**src/rtl/brb_pkg.sv**
```systemverilog
`default_nettype none

package brb_pkg;

    // default sizes handed to the top level
    localparam int DEPTH_DEF    = 256;
    localparam int MAX_READ_DEF = 32;

    // field widths
    localparam int MODE_W = 3;
    localparam int DATA_W = 8;
    localparam int BLEN_W = 9;
    localparam int RC_W   = 6;
    localparam int SIZE_W = 9;
    localparam int FILL_W = 8;

    // mode codes on the input channel
    localparam logic [MODE_W-1:0] MODE_PUT    = 3'd0;
    localparam logic [MODE_W-1:0] MODE_COMMIT = 3'd1;
    localparam logic [MODE_W-1:0] MODE_GET    = 3'd2;
    localparam logic [MODE_W-1:0] MODE_PEEK   = 3'd3;

    // classified operation
    typedef enum logic [2:0] {
        OP_PUT,
        OP_COMMIT,
        OP_GET,
        OP_PEEK,
        OP_STATUS
    } t_op;

    // one queued command from front to back
    typedef struct packed {
        t_op               op;
        logic [DATA_W-1:0] data;
        logic              first;
        logic [BLEN_W-1:0] blen;
        logic [RC_W-1:0]   rcount;
    } t_cmd;

    // back end sequencer
    typedef enum logic [1:0] {
        S_IDLE,
        S_ADDR,
        S_DATA
    } t_state;

endpackage

`default_nettype wire

```
**src/rtl/byte_ring_buffer_with_commit_core.sv**
```systemverilog
// Byte ring buffer with a staged write pointer and a commit step.
// Input channel (i_valid / o_stall): one command per transfer, selected by
// i_mode: put byte, commit, get, peek or status (unused codes act as status).
// Output channel (o_valid / i_stall): result transfers; o_last marks the final
// result of a command. Get and peek give one result per byte read, or one if
// no byte can be read; all other commands give exactly one.
// Config: i_cfg_wr_en writes the ring size and restarts all pointers.
// Result path: a put, commit, status or empty read result passes the command
// queue and the output register. A get or peek passes the command queue, then
// each byte passes an address state, then a data state (the byte store has a
// registered read port), then the output register.
// Throughput: put, commit and status run at one command per cycle while the
// receiver does not stall; a get or peek holds the execution side until done.
// A two-entry command queue sits between intake and execution; a stalled
// receiver fills the output register, then the queue, then raises o_stall.
// Reset clears the pointers and the drop flag and sets the ring size to its
// largest value; the store itself is not cleared and needs no clearing pass.
`default_nettype none

module byte_ring_buffer_with_commit_core #(
    parameter int DEPTH    = brb_pkg::DEPTH_DEF,
    parameter int MAX_READ = brb_pkg::MAX_READ_DEF
) (
    input  wire logic                        i_clk,
    input  wire logic                        i_rst_n,
    input  wire logic                        i_cfg_wr_en,
    input  wire logic [brb_pkg::SIZE_W-1:0]  i_cfg_wr_data,
    input  wire logic                        i_valid,
    output logic                             o_stall,
    input  wire logic [brb_pkg::MODE_W-1:0]  i_mode,
    input  wire logic [brb_pkg::DATA_W-1:0]  i_data_in,
    input  wire logic                        i_first_of_block,
    input  wire logic [brb_pkg::BLEN_W-1:0]  i_block_length,
    input  wire logic [brb_pkg::RC_W-1:0]    i_read_count,
    output logic                             o_valid,
    input  wire logic                        i_stall,
    output logic [brb_pkg::DATA_W-1:0]       o_data_out,
    output logic                             o_data_valid,
    output logic                             o_last,
    output logic                             o_accepted,
    output logic [brb_pkg::FILL_W-1:0]       o_fill_level,
    output logic [brb_pkg::SIZE_W-1:0]       o_free_space
);

    import brb_pkg::*;

    t_cmd cmd;
    logic cmd_valid;
    logic cmd_pop;

    // intake and classification
    brb_front #(
        .MAX_READ (MAX_READ)
    ) u_front (
        .i_clk            (i_clk),
        .i_rst_n          (i_rst_n),
        .i_valid          (i_valid),
        .o_stall          (o_stall),
        .i_mode           (i_mode),
        .i_data_in        (i_data_in),
        .i_first_of_block (i_first_of_block),
        .i_block_length   (i_block_length),
        .i_read_count     (i_read_count),
        .o_cmd            (cmd),
        .o_cmd_valid      (cmd_valid),
        .i_cmd_pop        (cmd_pop)
    );

    // execution against the ring
    brb_back #(
        .DEPTH (DEPTH)
    ) u_back (
        .i_clk         (i_clk),
        .i_rst_n       (i_rst_n),
        .i_cfg_wr_en   (i_cfg_wr_en),
        .i_cfg_wr_data (i_cfg_wr_data),
        .i_cmd         (cmd),
        .i_cmd_valid   (cmd_valid),
        .o_cmd_pop     (cmd_pop),
        .o_valid       (o_valid),
        .i_stall       (i_stall),
        .o_data_out    (o_data_out),
        .o_data_valid  (o_data_valid),
        .o_last        (o_last),
        .o_accepted    (o_accepted),
        .o_fill_level  (o_fill_level),
        .o_free_space  (o_free_space)
    );

endmodule

`default_nettype wire

```
**src/rtl/brb_ram.sv**
```systemverilog
`default_nettype none

module brb_ram #(
    parameter int WIDTH = 8,
    parameter int DEPTH = 256
) (
    input  wire logic                     i_clk,
    input  wire logic                     i_we,
    input  wire logic [$clog2(DEPTH)-1:0] i_waddr,
    input  wire logic [WIDTH-1:0]         i_wdata,
    input  wire logic [$clog2(DEPTH)-1:0] i_raddr,
    output logic      [WIDTH-1:0]         o_rdata
);

    logic [WIDTH-1:0] r_mem [DEPTH];

    // one write port, one registered read port
    always_ff @(posedge i_clk) begin
        if (i_we) begin
            r_mem[i_waddr] <= i_wdata;
        end
        o_rdata <= r_mem[i_raddr];
    end

endmodule

`default_nettype wire

```
**src/rtl/brb_front.sv**
```systemverilog
`default_nettype none

module brb_front #(
    parameter int MAX_READ = brb_pkg::MAX_READ_DEF
) (
    input  wire logic                        i_clk,
    input  wire logic                        i_rst_n,
    input  wire logic                        i_valid,
    output logic                             o_stall,
    input  wire logic [brb_pkg::MODE_W-1:0]  i_mode,
    input  wire logic [brb_pkg::DATA_W-1:0]  i_data_in,
    input  wire logic                        i_first_of_block,
    input  wire logic [brb_pkg::BLEN_W-1:0]  i_block_length,
    input  wire logic [brb_pkg::RC_W-1:0]    i_read_count,
    output brb_pkg::t_cmd                    o_cmd,
    output logic                             o_cmd_valid,
    input  wire logic                        i_cmd_pop
);

    import brb_pkg::*;

    localparam int QD = 2;

    t_cmd              r_q [QD];
    logic              r_wp;
    logic              r_rp;
    logic [1:0]        r_cnt;
    t_cmd              cmd_in;
    logic              push;
    logic              pop;

    // classify mode and clip the read count
    always_comb begin
        cmd_in.data   = i_data_in;
        cmd_in.first  = i_first_of_block;
        cmd_in.blen   = i_block_length;
        if ((RC_W + 1)'(i_read_count) > (RC_W + 1)'(MAX_READ)) begin
            cmd_in.rcount = RC_W'(MAX_READ);
        end else begin
            cmd_in.rcount = i_read_count;
        end
        unique case (i_mode)
            MODE_PUT:    cmd_in.op = OP_PUT;
            MODE_COMMIT: cmd_in.op = OP_COMMIT;
            MODE_GET:    cmd_in.op = OP_GET;
            MODE_PEEK:   cmd_in.op = OP_PEEK;
            default:     cmd_in.op = OP_STATUS;
        endcase
    end

    assign o_stall     = (r_cnt == 2'(QD));
    assign push        = i_valid && !o_stall;
    assign pop         = i_cmd_pop && o_cmd_valid;
    assign o_cmd_valid = (r_cnt != 2'd0);
    assign o_cmd       = r_q[r_rp];

    // queue pointers and fill
    always_ff @(posedge i_clk) begin
        if (!i_rst_n) begin
            r_wp  <= 1'b0;
            r_rp  <= 1'b0;
            r_cnt <= 2'd0;
        end else begin
            if (push) begin
                r_wp <= ~r_wp;
            end
            if (pop) begin
                r_rp <= ~r_rp;
            end
            if (push && !pop) begin
                r_cnt <= r_cnt + 2'd1;
            end else if (pop && !push) begin
                r_cnt <= r_cnt - 2'd1;
            end
        end
    end

    // queue entries
    always_ff @(posedge i_clk) begin
        if (push) begin
            r_q[r_wp] <= cmd_in;
        end
    end

endmodule

`default_nettype wire

```
**src/rtl/brb_back.sv**
```systemverilog
`default_nettype none

module brb_back #(
    parameter int DEPTH = brb_pkg::DEPTH_DEF
) (
    input  wire logic                        i_clk,
    input  wire logic                        i_rst_n,
    input  wire logic                        i_cfg_wr_en,
    input  wire logic [brb_pkg::SIZE_W-1:0]  i_cfg_wr_data,
    input  brb_pkg::t_cmd                    i_cmd,
    input  wire logic                        i_cmd_valid,
    output logic                             o_cmd_pop,
    output logic                             o_valid,
    input  wire logic                        i_stall,
    output logic [brb_pkg::DATA_W-1:0]       o_data_out,
    output logic                             o_data_valid,
    output logic                             o_last,
    output logic                             o_accepted,
    output logic [brb_pkg::FILL_W-1:0]       o_fill_level,
    output logic [brb_pkg::SIZE_W-1:0]       o_free_space
);

    import brb_pkg::*;

    localparam int CAP = (DEPTH < 256) ? DEPTH : 256;
    localparam int PW  = $clog2(CAP);
    localparam logic [SIZE_W-1:0] CAP_S = SIZE_W'(CAP);
    localparam logic [SIZE_W-1:0] MIN_S = SIZE_W'(2);

    t_state            r_state, n_state;
    logic [PW-1:0]     r_rd, n_rd;
    logic [PW-1:0]     r_cm, n_cm;
    logic [PW-1:0]     r_st, n_st;
    logic              r_drop, n_drop;
    logic [SIZE_W-1:0] r_size;
    logic [PW-1:0]     r_p, n_p;
    logic [RC_W-1:0]   r_cnt, n_cnt;
    logic              r_is_get, n_is_get;
    logic [FILL_W-1:0] r_fill_out, n_fill_out;

    logic              r_ov;
    logic [DATA_W-1:0] r_dout;
    logic              r_dv;
    logic              r_last;
    logic              r_acc;
    logic [FILL_W-1:0] r_fill;
    logic [SIZE_W-1:0] r_free;

    logic [FILL_W-1:0] fill_cur;
    logic [FILL_W-1:0] fill_cmt;
    logic [SIZE_W-1:0] free_cur;
    logic              drop_now;
    logic [RC_W-1:0]   rd_len;
    logic              out_ready;
    logic              emit;
    logic [DATA_W-1:0] e_dout;
    logic              e_dv;
    logic              e_last;
    logic              e_acc;
    logic [FILL_W-1:0] e_fill;
    logic [SIZE_W-1:0] e_free;
    logic              ram_we;
    logic [DATA_W-1:0] ram_rdata;

    // next pointer position with wrap at the ring size
    function automatic logic [PW-1:0] adv(input logic [PW-1:0] p,
                                          input logic [SIZE_W-1:0] s);
        logic [SIZE_W-1:0] q;
        q = SIZE_W'(p) + SIZE_W'(1);
        return (q >= s) ? '0 : q[PW-1:0];
    endfunction

    // bytes between read and write pointer
    function automatic logic [FILL_W-1:0] fill_of(input logic [PW-1:0] r,
                                                  input logic [PW-1:0] c,
                                                  input logic [SIZE_W-1:0] s);
        logic [SIZE_W-1:0] d;
        if (c >= r) begin
            d = SIZE_W'(c) - SIZE_W'(r);
        end else begin
            d = s + SIZE_W'(c) - SIZE_W'(r);
        end
        return d[FILL_W-1:0];
    endfunction

    assign fill_cur  = fill_of(r_rd, r_cm, r_size);
    assign fill_cmt  = fill_of(r_rd, r_st, r_size);
    assign free_cur  = r_size - SIZE_W'(fill_cur);
    assign drop_now  = i_cmd.first ? (free_cur <= i_cmd.blen) : r_drop;
    assign rd_len    = (FILL_W'(i_cmd.rcount) < fill_cur) ? i_cmd.rcount
                                                           : RC_W'(fill_cur);
    assign out_ready = !r_ov || !i_stall;

    // byte store
    brb_ram #(
        .WIDTH (DATA_W),
        .DEPTH (CAP)
    ) u_store (
        .i_clk   (i_clk),
        .i_we    (ram_we),
        .i_waddr (r_st),
        .i_wdata (i_cmd.data),
        .i_raddr (r_p),
        .o_rdata (ram_rdata)
    );

    // next state
    always_comb begin
        n_state = r_state;
        unique case (r_state)
            S_IDLE: begin
                if (i_cmd_valid && (i_cmd.op == OP_GET || i_cmd.op == OP_PEEK)
                    && rd_len != '0) begin
                    n_state = S_ADDR;
                end
            end
            S_ADDR: n_state = S_DATA;
            S_DATA: begin
                if (out_ready) begin
                    n_state = (r_cnt == RC_W'(1)) ? S_IDLE : S_ADDR;
                end
            end
            default: n_state = S_IDLE;
        endcase
    end

    // command execution and result build
    always_comb begin
        o_cmd_pop  = 1'b0;
        emit       = 1'b0;
        ram_we     = 1'b0;
        e_dout     = '0;
        e_dv       = 1'b0;
        e_last     = 1'b1;
        e_acc      = 1'b0;
        e_fill     = fill_cur;
        n_rd       = r_rd;
        n_cm       = r_cm;
        n_st       = r_st;
        n_drop     = r_drop;
        n_p        = r_p;
        n_cnt      = r_cnt;
        n_is_get   = r_is_get;
        n_fill_out = r_fill_out;
        unique case (r_state)
            S_IDLE: begin
                if (i_cmd_valid) begin
                    unique case (i_cmd.op) inside
                        OP_PUT: begin
                            if (out_ready) begin
                                o_cmd_pop = 1'b1;
                                emit      = 1'b1;
                                n_drop    = drop_now;
                                if (!drop_now) begin
                                    ram_we = 1'b1;
                                    n_st   = adv(r_st, r_size);
                                    e_acc  = 1'b1;
                                end
                            end
                        end
                        OP_COMMIT: begin
                            if (out_ready) begin
                                o_cmd_pop = 1'b1;
                                emit      = 1'b1;
                                n_cm      = r_st;
                                e_fill    = fill_cmt;
                            end
                        end
                        OP_GET, OP_PEEK: begin
                            if (rd_len == '0) begin
                                if (out_ready) begin
                                    o_cmd_pop = 1'b1;
                                    emit      = 1'b1;
                                end
                            end else begin
                                o_cmd_pop = 1'b1;
                                n_p       = r_rd;
                                n_cnt     = rd_len;
                                n_is_get  = (i_cmd.op == OP_GET);
                                n_fill_out = (i_cmd.op == OP_GET)
                                           ? fill_cur - FILL_W'(rd_len) : fill_cur;
                            end
                        end
                        OP_STATUS: begin
                            if (out_ready) begin
                                o_cmd_pop = 1'b1;
                                emit      = 1'b1;
                            end
                        end
                    endcase
                end
            end
            S_ADDR: begin
                // store read in flight
            end
            S_DATA: begin
                if (out_ready) begin
                    emit   = 1'b1;
                    e_dout = ram_rdata;
                    e_dv   = 1'b1;
                    e_last = (r_cnt == RC_W'(1));
                    e_fill = r_fill_out;
                    n_p    = adv(r_p, r_size);
                    n_cnt  = r_cnt - RC_W'(1);
                    if (r_cnt == RC_W'(1) && r_is_get) begin
                        n_rd = adv(r_p, r_size);
                    end
                end
            end
            default: begin
            end
        endcase
        e_free = r_size - SIZE_W'(e_fill);
    end

    // control state; a size write restarts the ring
    always_ff @(posedge i_clk) begin
        if (!i_rst_n) begin
            r_state <= S_IDLE;
            r_rd    <= '0;
            r_cm    <= '0;
            r_st    <= '0;
            r_drop  <= 1'b0;
            r_size  <= CAP_S;
            r_ov    <= 1'b0;
        end else begin
            r_state <= n_state;
            if (emit) begin
                r_ov <= 1'b1;
            end else if (!i_stall) begin
                r_ov <= 1'b0;
            end
            if (i_cfg_wr_en) begin
                r_rd   <= '0;
                r_cm   <= '0;
                r_st   <= '0;
                r_drop <= 1'b0;
                if (i_cfg_wr_data < MIN_S) begin
                    r_size <= MIN_S;
                end else if (i_cfg_wr_data > CAP_S) begin
                    r_size <= CAP_S;
                end else begin
                    r_size <= i_cfg_wr_data;
                end
            end else begin
                r_rd   <= n_rd;
                r_cm   <= n_cm;
                r_st   <= n_st;
                r_drop <= n_drop;
            end
        end
    end

    // read sequencing and output payload
    always_ff @(posedge i_clk) begin
        r_p        <= n_p;
        r_cnt      <= n_cnt;
        r_is_get   <= n_is_get;
        r_fill_out <= n_fill_out;
        if (emit) begin
            r_dout <= e_dout;
            r_dv   <= e_dv;
            r_last <= e_last;
            r_acc  <= e_acc;
            r_fill <= e_fill;
            r_free <= e_free;
        end
    end

    assign o_valid      = r_ov;
    assign o_data_out   = r_dout;
    assign o_data_valid = r_dv;
    assign o_last       = r_last;
    assign o_accepted   = r_acc;
    assign o_fill_level = r_fill;
    assign o_free_space = r_free;

endmodule

`default_nettype wire

```
**config.mk**
```make
export PLATFORM = sky130hd
export DESIGN_NAME = byte_ring_buffer_with_commit_core
export DESIGN_NICKNAME = d
export VERILOG_FILES = /design/src/rtl/brb_pkg.sv /design/src/rtl/byte_ring_buffer_with_commit_core.sv /design/src/rtl/brb_ram.sv /design/src/rtl/brb_front.sv /design/src/rtl/brb_back.sv
export SDC_FILE = /design/constraint.sdc
export NUM_CORES = 2
export LEC_CHECK = 0
export BUFFER_PORTS_ARGS = -buffer_cell sky130_fd_sc_hd__buf_2
export CORE_UTILIZATION = 65
export DETAILED_ROUTE_END_ITERATION = 8
export GPL_TIMING_DRIVEN = 0
export PLACE_DENSITY = 0.81
export SKIP_CTS_REPAIR_TIMING = 1
export SLEW_MARGIN = 10
export SYNTH_ARGS = -nofsm -noshare
export SYNTH_HDL_FRONTEND = slang
export SYNTH_HIERARCHICAL = 1
export SYNTH_SLANG_ARGS = --single-unit
export TNS_END_PERCENT = 10
```
**constraint.sdc**
```tcl
create_clock -name i_clk -period 14.21 [get_ports i_clk]
set_clock_uncertainty 0.1 [all_clocks]
set_input_delay 1.421 -clock i_clk [delete_from_list [all_inputs] [get_ports i_clk]]
set_output_delay 1.421 -clock i_clk [all_outputs]
set_load 0.02 [all_outputs]
```
# Yosys cells after proc, flatten, opt, wreduce, memory -nomap -nowiden
# Memory sizes are Yosys's and may differ from the RTL's. A register that Yosys moved wholly into a read port is not among the register bits.
# Index checks and enable logic that the tools add are counted.
classes:
  n_addsub: 14
  n_lt_le_gt_ge: 9
  eq_ne: 17
  mux: 54
  n_bitwise: 5
  reduce_logical: 33
op_table:
  columns: ["cell", "count"]
  rows:
  - ["$mux 8", 13]
  - ["$mux 6", 6]
  - ["$pmux 8 s2", 2]
  - ["$sub 8x8->8", 4]
  - ["$mux 1", 21]
  - ["$add 8x1->9 const B", 2]
  - ["$ge 9x9->1", 2]
  - ["$mux 9", 2]
  - ["$sub 9x8->9", 2]
  - ["$add 8x8->8", 2]
  - ["$ge 8x8->1", 2]
  - ["$eq 3x2->1 const B", 4]
  - ["$pmux 3 s4", 1]
  - ["$pmux 6 s2", 1]
  - ["$reduce_and 4->1", 3]
  - ["$reduce_and 5->1", 2]
  - ["$gt 9x9->1 const B", 1]
  - ["$le 9x9->1", 1]
  - ["$lt 9x2->1 const B", 1]
  - ["$lt 6x8->1", 1]
  - ["$mux 2", 4]
  - ["$ne 2x1->1 const B", 4]
  - ["$sub 8x6->8", 1]
  - ["$logic_and 1x1->1", 7]
  - ["other kinds (24)", 43]
totals:
  reg_bits: 92
  ram_bits: 2102
  inputBits: 41
  out_inout_bits: 30
  elab_cells: 154
  mem_count: 2
mem_list:
  columns: ["name", "depth", "width", "read_ports", "rd_ports_with_merged_regs", "write_ports", "line_no", "source"]
  rows:
  - ["u_back.u_store.r_mem", 256, 8, 1, 1, 1, "brb_ram.sv:15", "logic [WIDTH-1:0] r_mem [DEPTH];"]
  - ["u_front.r_q", 2, 27, 1, 1, 1, "brb_front.sv:24", "t_cmd r_q [QD];"]

# Longest topological paths before layout
depth:
  ltp_word: 14
  ltp_mapped: 31
  ltp_nobuf: 27

# Hierarchy
# The synthesis kept the hierarchy.
modules_own_cells:
  columns: ["module", "instances", "cells_per_inst", "area_per_inst_um2", "seq_area_each_um2"]
  rows:
  - ["brb_ram", 1, 3733, 79556.3, 61659.1]
  - ["brb_back", 1, 847, 7444.6, 2272.2]
  - ["brb_front", 1, 118, 2233.4, 1721.7]

# Worst setup path after synthesis
# OpenSTA, ideal clock, no wires.
synth_timing:
  path_type: "register -> register"
  startpoint: "register u_back.r_rd[1]"
  endpoint: "memory u_back.u_store.r_mem[234][0], enable pin"
  setup_time_ps: 370
  arrival_time_ps: 6105
  t_required_ps: 13740
  slack_ps: 7634
  path_stages_with_launch: 29
  n_path_buf: 6
  period_less_slack_ps: 6576
  path_cell_list: "dfxtp_1 -> inv_1 -> fa_1 -> a211oi_2 -> o21ai_0 -> a21oi_1 -> buf_4 -> mux2i_1 -> clkbuf_1 -> xnor2_1 -> ha_1 -> a21oi_1 -> o21ai_0 -> a21oi_1 -> o21ai_0 -> a21o_1 -> a21oi_1 -> xnor2_1 -> ha_1 -> nand4_1 -> nand3_1 -> a21oi_1 -> o21ba_2 -> clkbuf_1 -> clkbuf_1 -> buf_1 -> nand3_1 -> clkbuf_1 -> nor2_1"
synth_via:
  elab_chain_len: 12
  elab_cells_between_ends: 14
  cone_classes: "add/sub: 3; order compare: 2; mux: 9"
synth_rtl:
  columns: ["element", "line_no", "source"]
  rows:
  - ["start: declaration", "brb_back.sv:31", "logic [PW-1:0] r_rd, n_rd;"]
  - ["start signal: assignment", "brb_back.sv:246", "r_rd <= n_rd;"]
  - ["$sub 8x8->8, or another cell as far along", "brb_back.sv:81", "d = s + SIZE_W'(c) - SIZE_W'(r);"]
  - ["$mux 8 *", "brb_back.sv:78", "if (c >= r) begin"]
  - ["$sub 9x8->9 *", "brb_back.sv:88", "assign free_cur = r_size - SIZE_W'(fill_cur);"]
  - ["$le 9x9->1 *", "brb_back.sv:89", "assign drop_now = i_cmd.first ? (free_cur <= i_cmd.blen) : r_drop;"]
  - ["$mux 1 *", "brb_back.sv:89", null]
  - ["$mux 1 *", "brb_back.sv:154", "if (!drop_now) begin"]
  - ["$mux 1 *", "brb_back.sv:150", "if (out_ready) begin"]
  - ["$mux 1 *", "brb_back.sv:148", "unique case (i_cmd.op) inside"]
  - ["$mux 1 *", "brb_back.sv:147", "if (i_cmd_valid) begin"]
  - ["$mux 1 *", "brb_back.sv:145", "unique case (r_state)"]
  - ["$mux 1 *", "brb_ram.sv:19", "if (i_we) begin"]
  - ["$mux 1 (implied by the code) *", "brb_ram.sv:20", "r_mem[i_waddr] <= i_wdata;"]
  - ["end: declaration", "brb_ram.sv:15", null]
# Mark *: on every way between the ends. The rest lies on a longest branch, timed or not.

# Final worst setup path
layout_timing:
  startpoint: "register u_back.r_rd[1]"
  endpoint: "memory u_back.u_store.r_mem[217][1], enable pin"
# The elaborated chain is that of the path after synthesis.

==> results.md <==
* Hold Startpoint: u_back/r_cm[7]
* CTS clk-pin slew, worst paths at 0.06 ns
* R2R cell count at 28
* Final core utilization at 72.9%
* Worst-Margin Slew at 1.57 ns
* Crit Path Max Fanout at 11
* All-Layer GR Usage at 39.7%
* Cells after Synth at 4698
* RSZ-0062 raised after global routing: no
* Die area at 139000 µm²
* Worst-skew pair later-pin latency at 0.87 ns
* Standard-cell row count at 135
* Worst hold margin at 0.362 ns
* Max Cap Viol at 5
* WL met3 at 47500 µm
* Fraction of layout cells with a size suffix above 1 at 20.0%
* CTS Buf Count at 207
* Clock tree root driver cell: clkbuf_16
* Crit start category: flip-flop
* Post-Place Worst Slack at 4.76 ns
* Setup TNS at 0 ns
* Synth area leader: edfxtp_1
* FILL cells at 7528
* Slowest stage cell, crit path: nor2_1
* Antenna violations before repair at 21
* Initial core utilization at 65.7%
* FF+latch count, synth at 2203
* Synth area leaders: edfxtp_1 72%, mux4_2 11%, mux2i_1 1.6%
* Top routing layer in use: met5
* Max IR drop VDD at 0.169 mV
* CP arrival at 10.35 ns
* Worst min path class: flip-flop to flip-flop
* Drt drc at 190
* Synthesized cell area at 89200 µm²
* Nets at 5134
* Core area at 136000 µm²
* Non-filler instance count after layout at 6943
* Final GP Congestion at 1.07
* WHS Endpoint: u_back/r_cm[7]
* Critical R2R Launch: u_back/r_rd[1]
* DR WL met2 at 117000 µm
* CP peak stage delay at 1.00 ns
* Synthesized area per cell at 19.0 µm²
* Reg2reg end: u_back/u_store/r_mem[217][1]
* First-pass GRT wire length at 374000 µm
* CTS sink cnt at 2203
* First-pass DRT Iterations at 9
* Clock buffer depth at 3
* DRT iter0 DRCs at 9251
* Vias per cell at 7.49
* Final setup fails at 0
* Synth warn at 6
* Fin crit period at 9.98 ns
* Pin count of the biggest net entering global routing at 141
* Die height at 373 µm
* Failing checks: design-rule violations, max-capacitance violations, max-slew violations
* Most common cell on crit path: a21oi_1
* Required time worst endpoint at 14.58 ns
* Vias in the first global route at 50400
* Post-route ant nets at 0
* Netlist cell types at 86
* Slew headroom at -4.95%
* Syn_nets at 4843
* Detailed placement HPWL at 169000 µm
* CTS tree: yes
* H-tree depth at 4
* Tcrit/Tclk final at 70.2%
* Setup Crit Path Kind: flip-flop to flip-flop
* Post-Route M1 WL at 85100 µm
* Pleak at 0.0320 µW
* Top-Level Pins at 71
* Port Buf Inserts at 69
* Final Slew Violations at 24
* EDFF count, synth at 2153
* Hold Path Cell Cnt at 2
* Via Count at 52000
* PwrDens at 158 nW/µm²
* R2R Setup Slk at 4.23 ns
* Async set-reset flop share out of synthesis at 0%
* Setup ws final at 4.23 ns
* Main synth FF type: edfxtp_1
* GR Overflow Total at 0
* Wire per inst at 39.1 µm
* Post-synthesis sequential area ratio at 73.6%
* Placed Cells at 6561
* Area Growth Syn to Fin at 11.0%
* Max Clk Rate at 0.100 GHz
* Routed Wire Length at 271000 µm
* Die W at 373 µm
* Outcome: finished, violations left
* Fin. Hold Viols at 0
* Post-synth top area share at 72.5%
* Crit. End Element: flip-flop
==> cell usage in the layout (no fill, tap or decap), types with 21 or more instances in the layout <==
cell type  instances
buf_2            103
o22ai_1           31
buf_6             22
o221ai_1          49
a21o_1            30
ha_1              87
xor2_1            21
inv_1            108
nand3_1           60
clkinv_2          34
nor3_1            32
dfxtp_1           50
nor2_1           333
clkbuf_2          23
nand2_1          115
xnor2_1           39
a22oi_1          136
clkinv_1          41
clkbuf_1         146
clkbuf_16        211
mux4_2           455
mux2_2            26
nor4_1            26
nor2b_1           49
o21ai_0           60
a21oi_1          149
buf_4             30
mux2i_1          145
edfxtp_1        2153
==> sequential cells by signal, summed over array words and instances, names as in the netlist, 6 cells and up, named ones only <==
register / flops
u_back/o_fill_level: 8
u_back/r_p: 8
u_back/r_fill_out: 8
u_back/r_size: 9
u_back/u_store/o_rdata: 8
u_back/r_cm: 8
u_back/r_cnt: 6
u_front/r_q: 54
u_back/u_store/r_mem: 2048
u_back/r_st: 8
u_back/r_rd: 8
u_back/o_data_out: 8
u_back/o_free_space: 9
==> synth_stat cells (49+ instances only) <==
| library cell | n |
|---|---|
| a21oi_1 | 149 |
| a22oi_1 | 136 |
| clkbuf_1 | 132 |
| dfxtp_1 | 50 |
| edfxtp_1 | 2153 |
| ha_1 | 87 |
| inv_1 | 108 |
| mux2i_1 | 145 |
| mux4_2 | 455 |
| nand2_1 | 115 |
| nand3_1 | 60 |
| nor2_1 | 334 |
| nor2b_1 | 49 |
| o21ai_0 | 60 |
| o221ai_1 | 49 |
==> layer usage <==
metal | up-vias | GRT usage (%)
met3 | 1150 | 17.8
met5 | - | 0.350
met2 | 5249 | 56.5
met4 | 26 | 24.2
met1 | 25900 | 50.1
li1 | 19700 | -
==> critical path: cells and delay by family (launching register included) <==
kind / cells / cell delay (ns)
adders and majority gates: 3 / 1.01
xor gates and xnor gates: 2 / 0.30
AOI/OAI and AO/OA: 11 / 2.56
and+or+nand+nor: 4 / 1.57
buffers and inverters: 7 / 3.14
DFF: 1 / 0.47
muxes: 1 / 0.44
==> kinds of logic after synthesis <==
| group | synth area share (%) |
|---|---|
| AND/OR/NAND/NOR | 3.71 |
| flip-flops | 73.6 |
| AO/OA/AOI/OAI | 4.70 |
| XOR/XNOR | 0.589 |
| multiplexers | 13.6 |
| adder cells (fa/ha/maj) | 1.60 |
| buffers and inverters | 2.23 |
==> metrics by stage <==
stage | area [µm²] | total power, µW
after global placement | 91800 | 10100
after detailed placement | 92300 | 10100
final | 99000 | 15600
after CTS | 99000 | 15500
after global routing | 99000 | 15900
after floorplan | 89200 | 9250
==> power by group <==
group          internal [µW]  switching (µW)
sequential              7870            32.5
combinational            581            1640
clock                   3080            2420
==> layout make-up <==
type                    instances  area, µm²  share of cell area [%]
diodes                         14       35.0                  0.0354
plain buffers                 260       1600                    1.62
clock buffers                 247       5430                    5.48
clock inverters               121       1220                    1.23
inverters                     111        417                   0.421
multi-input cells            2124      21800                    22.0
flip-flops and latches       2203      65700                    66.3
well taps                    1781       2230                    2.25
repair buffers                 82        691                   0.697
==> worst max path at each step <==
stage | startpoint | endpoint | slack (ns) | depth (start not counted)
finish | u_back/r_rd[1] | u_back/u_store/r_mem[217][1] | 4.23 | 28
global route | u_back/r_rd[1] | u_back/u_store/r_mem[72][2] | 4.00 | 28
CTS | u_back/r_rd[1] | u_back/u_store/r_mem[209][2] | 4.71 | 28
detailed placement | u_back/r_rd[1] | u_back/u_store/r_mem[137][7] | 4.76 | 28
global placement | u_back/r_rd[1] | u_back/u_store/r_mem[86][1] | 4.73 | 28
floorplan | u_back/r_rd[1] | u_back/u_store/r_mem[234][0] | 7.63 | 28
No activity file was read; power rests on OpenSTA's default activity.
